### src/sarst_pkg.sv
// ----------------------------------------------------------------------------
// sarst_pkg
// Shared types and constants for the moving average and running statistics
// block.
// ----------------------------------------------------------------------------
package sarst_pkg;

	localparam int DATA_W         = 32;
	localparam int DIV_W          = 64;
	localparam int SQRT_IN_W      = 64;
	localparam int SQRT_OUT_W     = SQRT_IN_W / 2;
	localparam int CFG_ADDR_W     = 4;
	localparam int WINDOW_MAX_DEF = 256;
	localparam int FRAC_BITS_DEF  = 16;
	localparam int RATE_SCALE     = 1000000;
	localparam int RATE_SCALE_W   = 20;

	typedef enum logic [1:0] {
		REQ_SAMPLE    = 2'd0,
		REQ_CLR_HIST  = 2'd1,
		REQ_CLR_STATS = 2'd2
	} req_t;

	typedef enum logic [2:0] {
		DSEL_AVG   = 3'd0,
		DSEL_RATIO = 3'd1,
		DSEL_MEAN  = 3'd2,
		DSEL_VAR   = 3'd3,
		DSEL_RATE  = 3'd4
	} div_sel_t;

	typedef struct packed {
		logic     latch_in;
		logic     clr_hist;
		logic     clr_stats;
		logic     prune_rd;
		logic     prune_sub;
		logic     win_wr;
		logic     div_start;
		div_sel_t div_sel;
		logic     div_take;
		logic     stats_begin;
		logic     stats_first;
		logic     mul_prep;
		logic     mul_step;
		logic     m2_upd;
		logic     sqrt_start;
		logic     sqrt_take;
		logic     stats_fill;
		logic     load_out;
	} ctrl_cmd_t;

	typedef struct packed {
		req_t req;
		logic need_prune;
		logic div_done;
		logic ratio_ok;
		logic stats_en;
		logic cnt_one;
		logic elapsed_nz;
		logic mul_last;
		logic sqrt_done;
		logic out_free;
	} dp_status_t;

endpackage

### src/sarst_ctrl.sv
// ----------------------------------------------------------------------------
// sarst_ctrl
// Sequencer: steps the datapath through clear requests, history update,
// averaging, ratio, Welford statistics and rate for one transaction at a time.
// ----------------------------------------------------------------------------
module sarst_ctrl (
	input  logic                   clk,
	input  logic                   arst_n,
	input  logic                   in_valid,
	output logic                   in_stall,
	input  sarst_pkg::dp_status_t  status,
	output sarst_pkg::ctrl_cmd_t   cmd
);
	import sarst_pkg::*;

	typedef enum logic [4:0] {
		S_IDLE,
		S_DECODE,
		S_PRUNE_RD,
		S_PRUNE_SUB,
		S_WRITE,
		S_AVG_GO,
		S_AVG_WAIT,
		S_RATIO_GO,
		S_RATIO_WAIT,
		S_STATS,
		S_SPLIT,
		S_MEAN_WAIT,
		S_MUL_PREP,
		S_MUL,
		S_M2,
		S_VAR_GO,
		S_VAR_WAIT,
		S_SQRT_GO,
		S_SQRT_WAIT,
		S_RATE_GO,
		S_RATE_WAIT,
		S_OUT
	} state_t;

	state_t state_q;
	state_t state_d;

	assign in_stall = (state_q != S_IDLE);

	always_comb begin
		cmd     = '0;
		cmd.div_sel = DSEL_AVG;
		state_d = state_q;
		case (state_q)
			S_IDLE: begin
				if (in_valid) begin
					cmd.latch_in = 1'b1;
					state_d      = S_DECODE;
				end
			end
			S_DECODE: begin
				case (status.req)
					REQ_SAMPLE: begin
						state_d = S_PRUNE_RD;
					end
					REQ_CLR_HIST: begin
						cmd.clr_hist = 1'b1;
						state_d      = S_OUT;
					end
					REQ_CLR_STATS: begin
						cmd.clr_stats = 1'b1;
						state_d       = S_OUT;
					end
					default: begin
						state_d = S_OUT;
					end
				endcase
			end
			S_PRUNE_RD: begin
				if (status.need_prune) begin
					cmd.prune_rd = 1'b1;
					state_d      = S_PRUNE_SUB;
				end else begin
					state_d = S_WRITE;
				end
			end
			S_PRUNE_SUB: begin
				cmd.prune_sub = 1'b1;
				state_d       = S_PRUNE_RD;
			end
			S_WRITE: begin
				cmd.win_wr = 1'b1;
				state_d    = S_AVG_GO;
			end
			S_AVG_GO: begin
				cmd.div_start = 1'b1;
				cmd.div_sel   = DSEL_AVG;
				state_d       = S_AVG_WAIT;
			end
			S_AVG_WAIT: begin
				if (status.div_done) begin
					cmd.div_take = 1'b1;
					state_d      = S_RATIO_GO;
				end
			end
			S_RATIO_GO: begin
				if (status.ratio_ok) begin
					cmd.div_start = 1'b1;
					cmd.div_sel   = DSEL_RATIO;
					state_d       = S_RATIO_WAIT;
				end else begin
					state_d = S_STATS;
				end
			end
			S_RATIO_WAIT: begin
				if (status.div_done) begin
					cmd.div_take = 1'b1;
					state_d      = S_STATS;
				end
			end
			S_STATS: begin
				if (status.stats_en) begin
					cmd.stats_begin = 1'b1;
					state_d         = S_SPLIT;
				end else begin
					state_d = S_OUT;
				end
			end
			S_SPLIT: begin
				if (status.cnt_one) begin
					cmd.stats_first = 1'b1;
					state_d         = S_RATE_GO;
				end else begin
					cmd.div_start = 1'b1;
					cmd.div_sel   = DSEL_MEAN;
					state_d       = S_MEAN_WAIT;
				end
			end
			S_MEAN_WAIT: begin
				if (status.div_done) begin
					cmd.div_take = 1'b1;
					state_d      = S_MUL_PREP;
				end
			end
			S_MUL_PREP: begin
				cmd.mul_prep = 1'b1;
				state_d      = S_MUL;
			end
			S_MUL: begin
				cmd.mul_step = 1'b1;
				if (status.mul_last) begin
					state_d = S_M2;
				end
			end
			S_M2: begin
				cmd.m2_upd = 1'b1;
				state_d    = S_VAR_GO;
			end
			S_VAR_GO: begin
				cmd.div_start = 1'b1;
				cmd.div_sel   = DSEL_VAR;
				state_d       = S_VAR_WAIT;
			end
			S_VAR_WAIT: begin
				if (status.div_done) begin
					cmd.div_take = 1'b1;
					state_d      = S_SQRT_GO;
				end
			end
			S_SQRT_GO: begin
				cmd.sqrt_start = 1'b1;
				state_d        = S_SQRT_WAIT;
			end
			S_SQRT_WAIT: begin
				if (status.sqrt_done) begin
					cmd.sqrt_take = 1'b1;
					state_d       = S_RATE_GO;
				end
			end
			S_RATE_GO: begin
				cmd.stats_fill = 1'b1;
				if (status.elapsed_nz) begin
					cmd.div_start = 1'b1;
					cmd.div_sel   = DSEL_RATE;
					state_d       = S_RATE_WAIT;
				end else begin
					state_d = S_OUT;
				end
			end
			S_RATE_WAIT: begin
				if (status.div_done) begin
					cmd.div_take = 1'b1;
					state_d      = S_OUT;
				end
			end
			S_OUT: begin
				// hold until the output register is free
				if (status.out_free) begin
					cmd.load_out = 1'b1;
					state_d      = S_IDLE;
				end
			end
			default: begin
				state_d = S_IDLE;
			end
		endcase
	end

	always_ff @(posedge clk or negedge arst_n) begin
		if (!arst_n) begin
			state_q <= S_IDLE;
		end else begin
			state_q <= state_d;
		end
	end

endmodule

### config.mk
export PLATFORM = sky130hd
export DESIGN_NAME = sarst_ctrl
export DESIGN_NICKNAME = d
export VERILOG_FILES = /design/src/sarst_pkg.sv /design/src/sarst_ctrl.sv
export SDC_FILE = /design/constraint.sdc
export NUM_CORES = 1
export LEC_CHECK = 0
export BUFFER_PORTS_ARGS = -buffer_cell sky130_fd_sc_hd__buf_2
export CAP_MARGIN = 40
export CORE_MARGIN = 3
export CORE_UTILIZATION = 47
export DETAILED_ROUTE_END_ITERATION = 8
export PLACE_DENSITY_LB_ADDON = 0.2
export SYNTH_ARGS = -nofsm -noshare
export SYNTH_HDL_FRONTEND = slang
export SYNTH_SLANG_ARGS = --single-unit
### constraint.sdc
create_clock -name clk -period 1.95 [get_ports clk]
set_input_delay 0.195 -clock clk [delete_from_list [all_inputs] [get_ports clk]]
set_output_delay 0.195 -clock clk [all_outputs]
set_load 0.03 [all_outputs]
---- Yosys cells after proc, flatten, opt, wreduce, memory -nomap -nowiden ----
Index checks and enable logic that the tools add are counted.
word-level totals
  register bits after elaboration ......... 5
  input port bits ......................... 14
  output and inout port bits .............. 21
cells by class
  equal/unequal tests ..................... 32
  mux-type cells .......................... 44
  reductions and logical operators ........ 5
operators with widths
  operator                                             count
  case mux 5 bit (22 select lines)                     1
  2-to-1 mux 5 bit                                     12
  equality test 5 x 4 -> 1 bit, second input constant  8
  equality test 5 bit, second input constant           6
  2-to-1 mux 1 bit                                     25
  equality test 5 x 3 -> 1 bit, second input constant  4
  case mux 4 bit (5 select lines)                      1
  != test 2 bit, second input constant                 9
  2-to-1 mux 4 bit                                     3
  equality test 5 x 2 -> 1 bit, second input constant  2
  AND reduction 9 bit                                  1
  equality test 5 x 1 -> 1 bit, second input constant  1
  logical NOT 5 bit                                    1
  nonzero test 5 bit                                   1
  OR reduction 5 bit                                   1
  2-to-1 mux 3 bit                                     1
  equality test 2 x 1 -> 1 bit, second input constant  1
  equality test 2 bit, second input constant           1
  logical NOT 2 bit                                    1
  2-to-1 mux 2 bit                                     1

---- Depth between registers and ports, before layout ----
Gate-level depths: netlist of run 1.
  depth in word-level cells ............... 3
  mapped depth ............................ 7
  depth with buffers taken out ............ 5

---- Worst setup path after synthesis of run 1 ----
OpenSTA, ideal clock, no wires.
  path type ............................... register to output
  start ................................... register state_q[2]
  end ..................................... output port cmd[13] (netlist name)
  data arrival time ....................... 1.902 ns
  required time ........................... 1.755 ns
  path slack .............................. -0.147 ns
  stages on the path, launching flop included .. 7
  cells stage by stage .................... dfrtp_1 buf_2 nor2b_1 and3_1 and2_1 a21oi_1 o21ai_1
RTL lines
  what                    line               text
  start, declared         sarst_ctrl.sv:41   state_t state_q;
  start signal, assigned  sarst_ctrl.sv:209  state_q <= state_d;
  end, declared           sarst_ctrl.sv:12   output sarst_pkg::ctrl_cmd_t cmd

==> results by group, run 1 <==
Floorplan
  – Top Ports: 35
  – Row count: 14
  – Die width: approximately 48 microns
  – Die height: roughly 48 microns
  – Starting Density: approximately 53%
  – Die area: 2342 sq um
  – Core area: roughly 1600 sq um

GRT
  – Overall Global Routing Usage: between 20% and 30%
  – First-pass GRT wire length: around 4.0 mm
  – Grt total ovfl: 0
  – Largest net degree at the start of global routing: 17
  – Vias in the first global route: slightly below 900
  – Antenna violations before repair: 0

Clocking
  – CTS tree: yes
  – Sink Count: 5
  – Clock Latency Late Sink: between 0.2 and 0.25 ns
  – Clock root buffer master: clkbuf_4
  – Clock Pin Slew Worst Setup and Hold Paths: roughly 0.04 ns
  – Num CTS Buffers: 3
  – Clk buf depth: 2
  – H-tree levels: 1

Yosys
  – Syn Nets: between 100 and 150
  – Most numerous cell in the Yosys netlist: nor2_1
  – Synth top area cells: dfrtp_1, nor2_1, a21oi_1, and3_1, nand2_1
  – Asr flop ratio synth: between 90% and 100%
  – EDFF count, synth: 0
  – Post-synth top area cell: dfrtp_1
  – FF+latch count, synth: 5
  – Seq/Total Area, Yosys: about 15%
  – Post-synth cell types: 42
  – Yosys top cell area share: about 15%
  – Mapped Avg Cell Area: just under 7 sq um
  – Post-Synthesis Cells: ~120
  – Post-synth top cells: nor2_1, nand2_1, a21oi_1
  – Synth warn: 0
  – Top FF cell, synth: dfrtp_1
  – Synth Cell Area: around 840 sq um

Worst setup path
  – Startpoint Class: flip-flop
  – Reg-to-Reg End: state_q[2]
  – CP arrival: 1.74 ns
  – Cells on worst reg2reg path: 5
  – Flop2flop setup slack: 0.09 ns
  – Critical path required time: between 1.5 and 2 ns
  – Crit path kind: flip-flop to primary output
  – Endpoint type of the worst setup path: primary output
  – Reg-to-Reg Start: state_q[1]
  – CP max FO: 9

Timing
  – Final Skew: between 0.005 and 0.006 ns
  – Slew @ Worst Pin: 0.3701 ns
  – Min cycle time layout: 1.930 ns
  – Setup Viol. Count Final: 0
  – Final Hold Viols: 0
  – Period utilisation layout: between 90% and 100%
  – FMAX: ~0.52 GHz
  – Unrepaired setup endpoints after global routing: true
  – Final-report max-slew violation count: 0
  – Max_slew headroom: 74.69%

Final layout
  – # diodes: 0
  – P&R area growth vs syn: 36.15%
  – Final nets: around 180
  – Fraction of layout cells with a size suffix above 1: ~40%
  – Non-filler cells, final: around 190
  – Final Util: between 70% and 80%
  – Largest register by flop count: state_q
  – Max FFs per register: 5
  – Biggest registers after layout: state_q x5
  – FILL cells: between 100 and 150

Placement
  – GP Congestion: between 0.8 and 0.9
  – DP HPWL: just under 2 mm
  – I/O Buffers: 34
  – Inst Count DP: 181

Detailed routing
  – 1st-pass router iterations: 5
  – Drt drc: 0
  – Routed WL: between 2 and 3 mm
  – Final ANT Viol Nets: 0
  – First DRT Iteration DRCs: 38
  – Number of vias in the routed layout: approximately 1100
  – Vias/cell: between 5 and 6
  – Drt wl/cell: 13.79 microns

Power
  – Pwr Total: around 1.7 mW
  – VDD IR max: 0.7950 mV
  – Pwr dens: about 1500 nW/um^2
  – P_leak: around 0.56 nW

Worst hold path
  – Hold Crit Class: input port to async pin

Flow run
  – Max cap viols: 0

Outcome
  – Status: finished clean
## per-layer routing
metal / part of all wire, % / track usage, % / wire length, microns
met1: 40 / 28.41 / 1040
met2: 47 / 33.49 / 1211
met3: 11 / 3.988 / 286
met4: 1.6 / 9.005 / 40
met5: 0 / 0 / 0
## power by group
group	total, mW	switching [mW]	leakage [nW]	internal, mW
registers	0.258	0.105	0.0609	0.153
logic	1.36	0.759	0.484	0.597
clock network	0.119	0.0421	0.0150	0.0773
total	1.73	0.907	0.560	0.827
## stage by stage
stage	instance area (sq um)	setup TNS, ns	hold slack, ns	setup WS [ns]
floorplan	853.3	-0.09841	-0.1006	-0.05198
global placement	1079	0	0.01063	0.1014
detailed placement	1079	0	0.01123	0.1014
CTS	1122	0	0.2840	0.003051
global route	1150	-0.05452	0.3039	-0.05452
finish	1150	0	0.2863	0.01970
## worst max-delay path, cell delays in order, from the launching register on
cell	delay [ns]
dfrtp_1	0.51
nor2b_2	0.29
and3_4	0.23
and2_1	0.16
a21oi_2	0.05
o21ai_2	0.06
clkbuf_4	0.19
## logic make-up (layout without fill, tap and decap cells)
kind of cell | after synthesis | count (layout) | share of synthesized area, %
AOI/OAI and AO/OA | 35 | 35 | 27.11
xor gates and xnor gates | 1 | 1 | 1.037
buffers and inverters | 15 | 55 | 9.481
DFF | 5 | 5 | 14.81
muxes | 2 | 2 | 2.666
and+or+nand+nor | 65 | 65 | 44.89
## repair_timing
item	in CTS	in global routing
hold buffers	1	0
gates cloned	0	0
endpoints found under the hold margin	5	0
buffers inserted	0	1
gates resized for setup	3	6
setup endpoints to repair	3	3
## cells in the final DEF, fill, tap and decap left out, types with 5 or more instances in the layout
cell	n
buf_2	33
buf_4	14
nand2_1	10
nor2_1	10
nor3_1	7
a21oi_1	7
and3_1	5
and2_1	5
o21ai_0	5
## how the worst max path moves through the flow
stage / from / end / cells after the start
floorplan: state_q[0] / cmd[18] / 5
CTS: state_q[1] / cmd[13] / 6
global route: state_q[1] / cmd[13] / 6
finish: state_q[1] / cmd[13] / 6
global placement: state_q[2] / state_q[2] / 6
detailed placement: state_q[2] / state_q[2] / 6
## area by class of cell
class,instances,area [sq um],share of cell area [%]
clock buffers,4,26.28,2.285
inverters,2,7.507,0.6529
multi-input cells,103,671.9,58.43
flip-flops and latches,5,126.4,10.99
well taps,24,30.03,2.612
repair buffers,49,287.8,25.03
(Power assumes the default switching activity.)
==> inputs of run 2 (changes only) <==
--- a/config.mk
+++ b/config.mk
@@ -7,8 +7,10 @@
 export LEC_CHECK = 0
 export BUFFER_PORTS_ARGS = -buffer_cell sky130_fd_sc_hd__buf_2
 export CAP_MARGIN = 40
+export CELL_PAD_IN_SITES_DETAIL_PLACEMENT = 0
+export CELL_PAD_IN_SITES_GLOBAL_PLACEMENT = 1
 export CORE_MARGIN = 3
-export CORE_UTILIZATION = 47
+export CORE_UTILIZATION = 32
 export DETAILED_ROUTE_END_ITERATION = 8
 export PLACE_DENSITY_LB_ADDON = 0.2
 export SYNTH_ARGS = -nofsm -noshare
==> run 2 against run 1 <==
Net effect:
- sequential power about the same
- clock skew grew 0.0014 ns
- worst hold slack improved by 0.012 ns
- highest routed layer unchanged
- via count decreased by 1.4%
- critical path depth shrank 1
- non-clock buffer count grew 1
- setup slack gained 0.069 ns
- sequential share of layout area is 0.18 points higher
- critical endpoint is now cmd[9]
==> results by group, run 2 (same netlist as run 1, synthesis figures left out) <==
GRT
  – First-pass GRT wire length: 4.602 mm
  – Grt total ovfl: 0
  – Vias in the first global route: between 1000 and 1500
  – Largest net degree at the start of global routing: 19
  – Overall Global Routing Usage: 16.87%
  – Antenna violations before repair: 0

Clocking
  – Clk buf depth: 2
  – CTS tree: yes
  – Clock Pin Slew Worst Setup and Hold Paths: ~0.050 ns
  – H-tree levels: 1
  – Clock root buffer master: clkbuf_4
  – Num CTS Buffers: 3
  – Sink Count: 5
  – Clock Latency Late Sink: 0.24 ns

Worst setup path
  – Flop2flop setup slack: approximately 0.1 ns
  – CP max FO: 10
  – Endpoint type of the worst setup path: primary output
  – Crit path kind: flip-flop to primary output
  – CP max stage cell: dfrtp_2
  – CP cell instances: xor2_1 > o31a_1 > o21ai_0 > and2_1 > buf_2
  – Critical path required time: about 1.8 ns
  – CP arrival: 1.67 ns
  – Startpoint Class: flip-flop
  – Slowest stage delay, CP: 0.47 ns
  – Top delay family on crit path: flip-flops
  – WP buf/inv: 1

Timing
  – Min cycle time layout: ~1.9 ns
  – Final-report max-slew violation count: 0
  – Max_slew headroom: 70.45%
  – Setup ws final: between 0.08 and 0.09 ns
  – Final Hold Viols: 0
  – Slew @ Worst Pin: 0.4320 ns
  – FMAX: 0.5372 GHz
  – Period utilisation layout: about 95%
  – Final Skew: approximately 0.007 ns
  – Setup Viol. Count Final: 0

Flow run
  – Max cap viols: 0

Detailed routing
  – Routed WL: around 2.7 mm
  – Number of vias in the routed layout: ~1100
  – Drt drc: 0
  – 1st-pass router iterations: 4
  – Final ANT Viol Nets: 0
  – Vias/cell: 5.563
  – First DRT Iteration DRCs: 35
  – Drt wl/cell: 13.97 microns

Power
  – Pwr dens: between 1000 and 1500 nW/um^2
  – P_leak: approximately 0.57 nW
  – VDD IR max: around 0.65 mV

Final layout
  – Final nets: 179
  – FILL cells: ~240
  – Commonest non-fill, non-tap cells in the layout: buf_2, buf_4, nor2_1
  – P&R area growth vs syn: 36.59%
  – Most common cell after layout, fill and taps aside: buf_2
  – Largest register by flop count: state_q
  – Non-filler cells, final: approximately 190
  – Biggest registers after layout: state_q x5
  – Max FFs per register: 5
  – # diodes: 0
  – Fraction of layout cells with a size suffix above 1: roughly two fifths

Floorplan
  – Die height: roughly 57 microns
  – Row count: 17
  – Die area: 3292 sq um
  – Core area: about 2400 sq um
  – Die width: 57.38 microns
  – Starting Density: 35.77%
  – Top Ports: 35

Placement
  – GP Congestion: 0.9154
  – DP HPWL: 2.129 mm
  – Worst slack, placed: between 0.1 and 0.15 ns
  – Inst Count DP: between 150 and 200
  – I/O Buffers: 34

Worst hold path
  – Hold Crit Class: input port to async pin

Outcome
  – Status: finished clean
[run 2: final cells by class]
class | instances | area (sq um) | area share (%)
multi-input cells | 103 | 660.6 | 57.27
flip-flops and latches | 5 | 128.9 | 11.17
inverters | 2 | 7.507 | 0.6508
repair buffers | 50 | 295.3 | 25.60
well taps | 28 | 35.03 | 3.037
clock buffers | 4 | 26.28 | 2.278
[run 2: routing by layer]
| metal | wire, microns | vias to the layer above | track usage, % |
|---|---|---|---|
| met5 | 0 | - | 0 |
| met2 | 1219 | 45 | 28.39 |
| li1 | - | 532 | - |
| met3 | 196 | 4 | 2.489 |
| met1 | 1235 | 487 | 22.88 |
| met4 | 31 | 0 | 2.980 |
[run 2: through the flow]
| step | power, mW | hold slack (ns) | setup TNS, ns | area, sq um | utilization (%) |
|---|---|---|---|---|---|
| 5_1_grt | 1.894 | 0.3056 | -0.02021 | 1154 | 48.86 |
| 4_1_cts | 1.683 | 0.3107 | 0 | 1130 | 47.85 |
| 2_1_floorplan | 1.205 | -0.1006 | -0.09841 | 853.3 | - |
| 6_report | 1.720 | 0.2983 | 0 | 1154 | 48.86 |
| 3_3_place_gp | 1.544 | 0.008606 | 0 | 1091 | 46.21 |
| 3_5_place_dp | 1.554 | 0.01335 | 0 | 1091 | 46.21 |
[run 2: report_power, final]
group / internal (mW) / switching, mW / leakage (nW)
Sequential: 0.156 / 0.101 / 0.0579
Clock: 0.0773 / 0.0411 / 0.0150
Combinational: 0.589 / 0.756 / 0.493
Total: 0.822 / 0.898 / 0.566
[run 2: repair_timing]
item | 4_1_cts | 5_1_grt
pin swaps | 0 | 1
endpoints found under the setup margin | 1 | 8
gates resized for setup | 1 | 8
hold buffers | 1 | 0
endpoints found under the hold margin | 5 | 0
buffers inserted | 0 | 1
[run 2: final timing paths]
check,from,depth (start not counted),endpoint
setup / recovery,state_q[1],5,cmd[9]
hold / removal,arst_n,2,state_q[4]
setup reg to reg,state_q[1],5,state_q[2]
hold reg to reg,state_q[1],1,state_q[1]
max in group asynchronous,arst_n,2,state_q[2]
min in group clk,status[4],4,state_q[3]
